### config.mk
export PLATFORM = sky130hd
export DESIGN_NAME = wfca_run_tracker
export DESIGN_NICKNAME = d
export VERILOG_FILES = /design/src/rtl/worst_fit_cell_allocator_assert.svh /design/src/rtl/wfca_pkg.sv /design/src/rtl/wfca_run_tracker.sv
export SDC_FILE = /design/constraint.sdc
export NUM_CORES = 1
export LEC_CHECK = 0
export BUFFER_PORTS_ARGS = -buffer_cell sky130_fd_sc_hd__buf_2
export CELL_PAD_IN_SITES_DETAIL_PLACEMENT = 1
export CELL_PAD_IN_SITES_GLOBAL_PLACEMENT = 2
export CORE_MARGIN = 3
export CORE_UTILIZATION = 36
export CTS_CLUSTER_SIZE = 12
export DETAILED_ROUTE_END_ITERATION = 6
export PLACE_DENSITY_LB_ADDON = 0.3
export SLEW_MARGIN = 10
export SYNTH_ARGS = -nofsm -noshare
export SYNTH_HDL_FRONTEND = slang
export SYNTH_SLANG_ARGS = --single-unit
### constraint.sdc
create_clock -name clk -period 3.25 [get_ports clk]
set_input_delay 0.1625 -clock clk [delete_from_list [all_inputs] [get_ports clk]]
set_output_delay 0.1625 -clock clk [all_outputs]
set_load 0.02 [all_outputs]
### src/rtl/worst_fit_cell_allocator_assert.svh
// assertion macros for the worst-fit cell allocator
`ifndef WORST_FIT_CELL_ALLOCATOR_ASSERT_SVH
`define WORST_FIT_CELL_ALLOCATOR_ASSERT_SVH

`ifndef SYNTHESIS
`define WFCA_ASSERT_SAME(lbl, ante, cons, msg) \
    lbl: assert property (@(posedge clk) disable iff (!rst_n) (ante) |-> (cons)) \
        else $error(msg);
`define WFCA_ASSERT_NEXT(lbl, ante, cons, msg) \
    lbl: assert property (@(posedge clk) disable iff (!rst_n) (ante) |=> (cons)) \
        else $error(msg);
`else
`define WFCA_ASSERT_SAME(lbl, ante, cons, msg)
`define WFCA_ASSERT_NEXT(lbl, ante, cons, msg)
`endif

`endif

### src/rtl/wfca_pkg.sv
// shared types and constants for the worst-fit cell allocator
package wfca_pkg;

    localparam int CELL_COUNT = 1024;
    localparam int OWNER_BITS = 8;
    localparam int ADDR_BITS  = $clog2(CELL_COUNT);
    localparam int LEN_BITS   = $clog2(CELL_COUNT + 1);

    typedef logic [ADDR_BITS-1:0]  addr_t;
    typedef logic [LEN_BITS-1:0]   len_t;
    typedef logic [OWNER_BITS-1:0] owner_t;
    typedef logic [ADDR_BITS:0]    cnt_t;
    typedef logic [1:0]            status_t;

    localparam cnt_t CNT_END  = cnt_t'(CELL_COUNT);
    localparam cnt_t CNT_LAST = cnt_t'(CELL_COUNT - 1);

    localparam logic ACT_ALLOC   = 1'b0;
    localparam logic ACT_RELEASE = 1'b1;

    localparam status_t STATUS_OK       = 2'd0;
    localparam status_t STATUS_FAIL     = 2'd1;
    localparam status_t STATUS_RELEASED = 2'd2;

    typedef struct packed {
        logic   used;
        owner_t owner;
    } cell_t;

    typedef struct packed {
        logic  clear;
        logic  valid;
        logic  free;
        addr_t addr;
    } scan_t;

endpackage

### src/rtl/wfca_run_tracker.sv
// free-run length tracker: one increment and one compare per scanned cell
module wfca_run_tracker (
    input  logic            clk,
    input  logic            rst_n,
    input  wfca_pkg::scan_t scan,
    output wfca_pkg::len_t  best_len,
    output wfca_pkg::addr_t best_start
);
    import wfca_pkg::*;

    len_t  run_len_reg, run_len_next;
    addr_t run_start_reg, run_start_next;
    len_t  best_len_reg, best_len_next;
    addr_t best_start_reg, best_start_next;

    always_comb
    begin
        run_len_next    = run_len_reg;
        run_start_next  = run_start_reg;
        best_len_next   = best_len_reg;
        best_start_next = best_start_reg;
        if (scan.clear)
        begin
            run_len_next    = '0;
            run_start_next  = '0;
            best_len_next   = '0;
            best_start_next = '0;
        end
        else if (scan.valid)
        begin
            if (scan.free)
            begin
                run_len_next = run_len_reg + len_t'(1);
                if (run_len_reg == '0)
                begin
                    run_start_next = scan.addr;
                end
                // strict compare keeps the lowest run on a tie
                if (run_len_next > best_len_reg)
                begin
                    best_len_next   = run_len_next;
                    best_start_next = run_start_next;
                end
            end
            else
            begin
                run_len_next = '0;
            end
        end
    end

    always_ff @(posedge clk or negedge rst_n)
    begin
        if (!rst_n)
        begin
            run_len_reg    <= '0;
            run_start_reg  <= '0;
            best_len_reg   <= '0;
            best_start_reg <= '0;
        end
        else
        begin
            run_len_reg    <= run_len_next;
            run_start_reg  <= run_start_next;
            best_len_reg   <= best_len_next;
            best_start_reg <= best_start_next;
        end
    end

    assign best_len   = best_len_reg;
    assign best_start = best_start_reg;

endmodule

==> results.py <==
metrics = {
    "status": {
        "status": "finished, violations left",
        "violations": "negative hold slack",
    },
    "sta": {
        "post-route-period-util_pct": 92.68,
        "holdWs_ps": -0.5203,
        "fin_tns_setup_ps": 0,
        "slew_headroom_pct": 36.68,
        "finalCriticalPeriod_ps": 3012,
        "finalClockSkew_ps": 11.26,
        "fmax_mhz": 332.0,
        "drv_slew": 0,
        "rsz0062_at_grt": "no",
        "setup_viol": 0,
        "worst-slew-pin-transition_ps": 949.8,
        "hold_viol": 2,
    },
    "drt": {
        "wl_per_cell_um": 17.61,
        "drtIter0Drc": 67,
        "finalWirelength_mm": 6.305,
        "ant_nets": 0,
        "viasPerCell": 5.472,
        "drcViolationCount": 0,
        "num_vias": 1959,
        "drt_first_pass_iters": 4,
    },
    "floorplan": {
        "coreArea_um2": 6459,
        "ios": 36,
        "rows": 29,
        "die_w_um": 88.56,
        "fp.dieH_um": 88.56,
        "fp.dieArea_um2": 7842,
        "start_util_pct": 37.99,
    },
    "cells_and_area": {
        "syn_to_final_growth_pct": 14.07,
        "n_antenna_cell": 0,
        "fin_area_um2": 2799,
        "drive_gt1_share_pct": 22.42,
        "final_nets": 308,
    },
    "yosys": {
        "synth_area_leaders": "dfrtp_1, ha_1, mux2i_1",
        "synth_top_area_share_pct": 42.84,
        "synth_compound_area_share_pct": 20.70,
        "seq_area_frac_synth_pct": 42.84,
        "async_flop_share_pct": 100.0,
        "synthAdderAreaFrac_pct": 6.629,
        "ys_ff_latch": 42,
        "yosysMostFrequentCell": "dfrtp_1",
        "synth_top_family_by_area": "compound AO/OA/AOI/OAI gates",
        "synth-simple-area-share_pct": 13.77,
        "synth-main-ff-cell": "dfrtp_1",
        "synthTopCellsByCount": "dfrtp_1, nor2_1, inv_1, nand2_1, a21oi_1",
        "synthMuxAreaShare_pct": 6.833,
        "synth-edff-count": 0,
        "ys_warn_count": 0,
        "yosysTopAreaCell": "dfrtp_1",
        "syn-mean-instance-area_um2": 10.01,
        "synth_area_um2": 2454,
        "synth-xor-area-share_pct": 3.213,
        "syn_inst": 245,
        "synth_fp_nets": 273,
        "ys_types": 37,
    },
    "global_routing": {
        "antenna_found_initial": 0,
        "grt_pass1_wl_mm": 10.55,
        "grt_overflow": 0,
        "grt_max_degree": 43,
        "grt_usage_pct": 17.47,
        "grt_pass1_vias": 1991,
    },
    "setup_path": {
        "cp_common_cell": "ha_1",
        "cp_max_fo": 21,
        "cp-startpoint": "run_len_reg[0]",
        "crit_arrival_ps": 3200,
        "crit_required_ps": 3440,
        "crit_slowest_cell": "dfrtp_1",
        "critical_path.max_stage_delay_ps": 450,
        "crit_family": "compound AO/OA/AOI/OAI gates",
        "crit_type": "reg -> reg",
        "r2r-start": "run_len_reg[0]",
        "worstSetupEndpointType": "flip-flop",
        "path_cells": "ha_1 -> and4_1 -> nand4_1 -> xnor2_1 -> ha_1 -> a41o_1 -> a21oi_2 -> o211ai_4 -> o21a_4 -> mux2_4",
        "path_buf_inv": 0,
        "cp-start-kind": "flip-flop",
    },
    "hold_path": {
        "hold_path_class": "in -> async",
    },
    "cts": {
        "clkSinkCount": 42,
        "path_clk_slew_ps": 100,
        "ctsHtreeMaxLevel": 2,
        "cts_tree": "built",
        "clockBufferDepth": 2,
        "cts_resized": 0,
        "post_cts_buffers": 0,
        "clockRootBuffer": "clkbuf_8",
        "hold_buffers": 0,
        "cts_made_buffers": 5,
        "clock_latency_ps": 310,
    },
    "place": {
        "dpl-instance-area_um2": 2709,
        "hpwl_mm": 4.595,
        "routabilityCongestion": 0.8185,
        "portBuffers": 35,
    },
    "pwr": {
        "p_per_area_nw_per_um2": 385.6,
        "leakagePower_nw": 1.382,
        "ir_drop_mv": 0.1577,
    },
    "job": {
        "drv_cap": 0,
    },
}
## cell usage in the layout (no fill, tap or decap), types with 7 or more instances in the layout
cell / n
a211oi_1: 9
a21oi_1: 14
buf_2: 35
buf_4: 10
dfrtp_1: 42
ha_1: 13
inv_1: 15
mux2i_1: 13
nand2_1: 15
nor2_1: 24
nor2b_1: 10
o2111ai_1: 7
o211a_1: 9
o211ai_1: 9
o31ai_1: 8
## stage by stage
step / std cells / power (mW) / worst slack (ps) / utilization [%]
global placement: 350 / 0.7350 / 320.4 / 41.94
floorplan: 245 / 0.6771 / 459.2 / -
detailed placement: 350 / 0.7375 / 237.8 / 41.94
finish: 358 / 1.079 / 238.0 / 43.34
CTS: 358 / 1.097 / 196.7 / 43.34
global route: 358 / 1.141 / 16.95 / 43.34
## metal layers
| metal | share of wire, % | vias to the layer above | routed length [um] | GRT usage [%] |
|---|---|---|---|---|
| met2 | 44 | 26 | 2751 | 25.42 |
| met4 | 1.3 | 0 | 80 | 5.357 |
| met5 | 0 | - | 0 | 0 |
| met3 | 2.7 | 7 | 170 | 2.235 |
| li1 | - | 953 | - | - |
| met1 | 52 | 973 | 3303 | 26.82 |
## where the power goes
| part | leakage, nW | switching, mW | internal, mW | total (mW) |
|---|---|---|---|---|
| registers | 0.574 | 0.0131 | 0.543 | 0.557 |
| clock network | 0.0441 | 0.203 | 0.151 | 0.354 |
| logic | 0.764 | 0.109 | 0.0593 | 0.169 |
| total | 1.38 | 0.325 | 0.754 | 1.08 |
## worst register-to-register path, stage by stage (launching register included)
cell	delay (ps)
dfrtp_1	450
ha_1	280
and4_1	270
nand4_1	120
xnor2_1	250
ha_1	320
a41o_1	260
a21oi_2	220
o211ai_4	110
o21a_4	300
mux2_4	320
## path summary, 6_finish.rpt
path	slack (ps)	cells past startpoint	endpoint
max in group asynchronous	2650	1	run_len_reg[9]
min in group clk	110	3	run_start_reg[9]
min	-0.5	1	best_len[9]
max	240	10	best_len[0]
max reg2reg	240	10	best_len[0]
min reg2reg	530	1	best_start[8]
## final cells by class
cell class	instances	area, um^2
tap	77	96.34
fill	753	3660
clock buffer	5	68.82
inverter	15	56.30
sequential	42	1051
clock inverter	3	21.27
timing repair buffer	45	250.2
multi-input combinational	171	1255
## kinds of logic after synthesis
family / count (synthesis)
simple gates: 67
compound gates: 66
flops: 42
buf+inv: 32
mux: 16
fa+ha+maj: 13
xor+xnor: 9
Power figures use the tool's default switching activity.
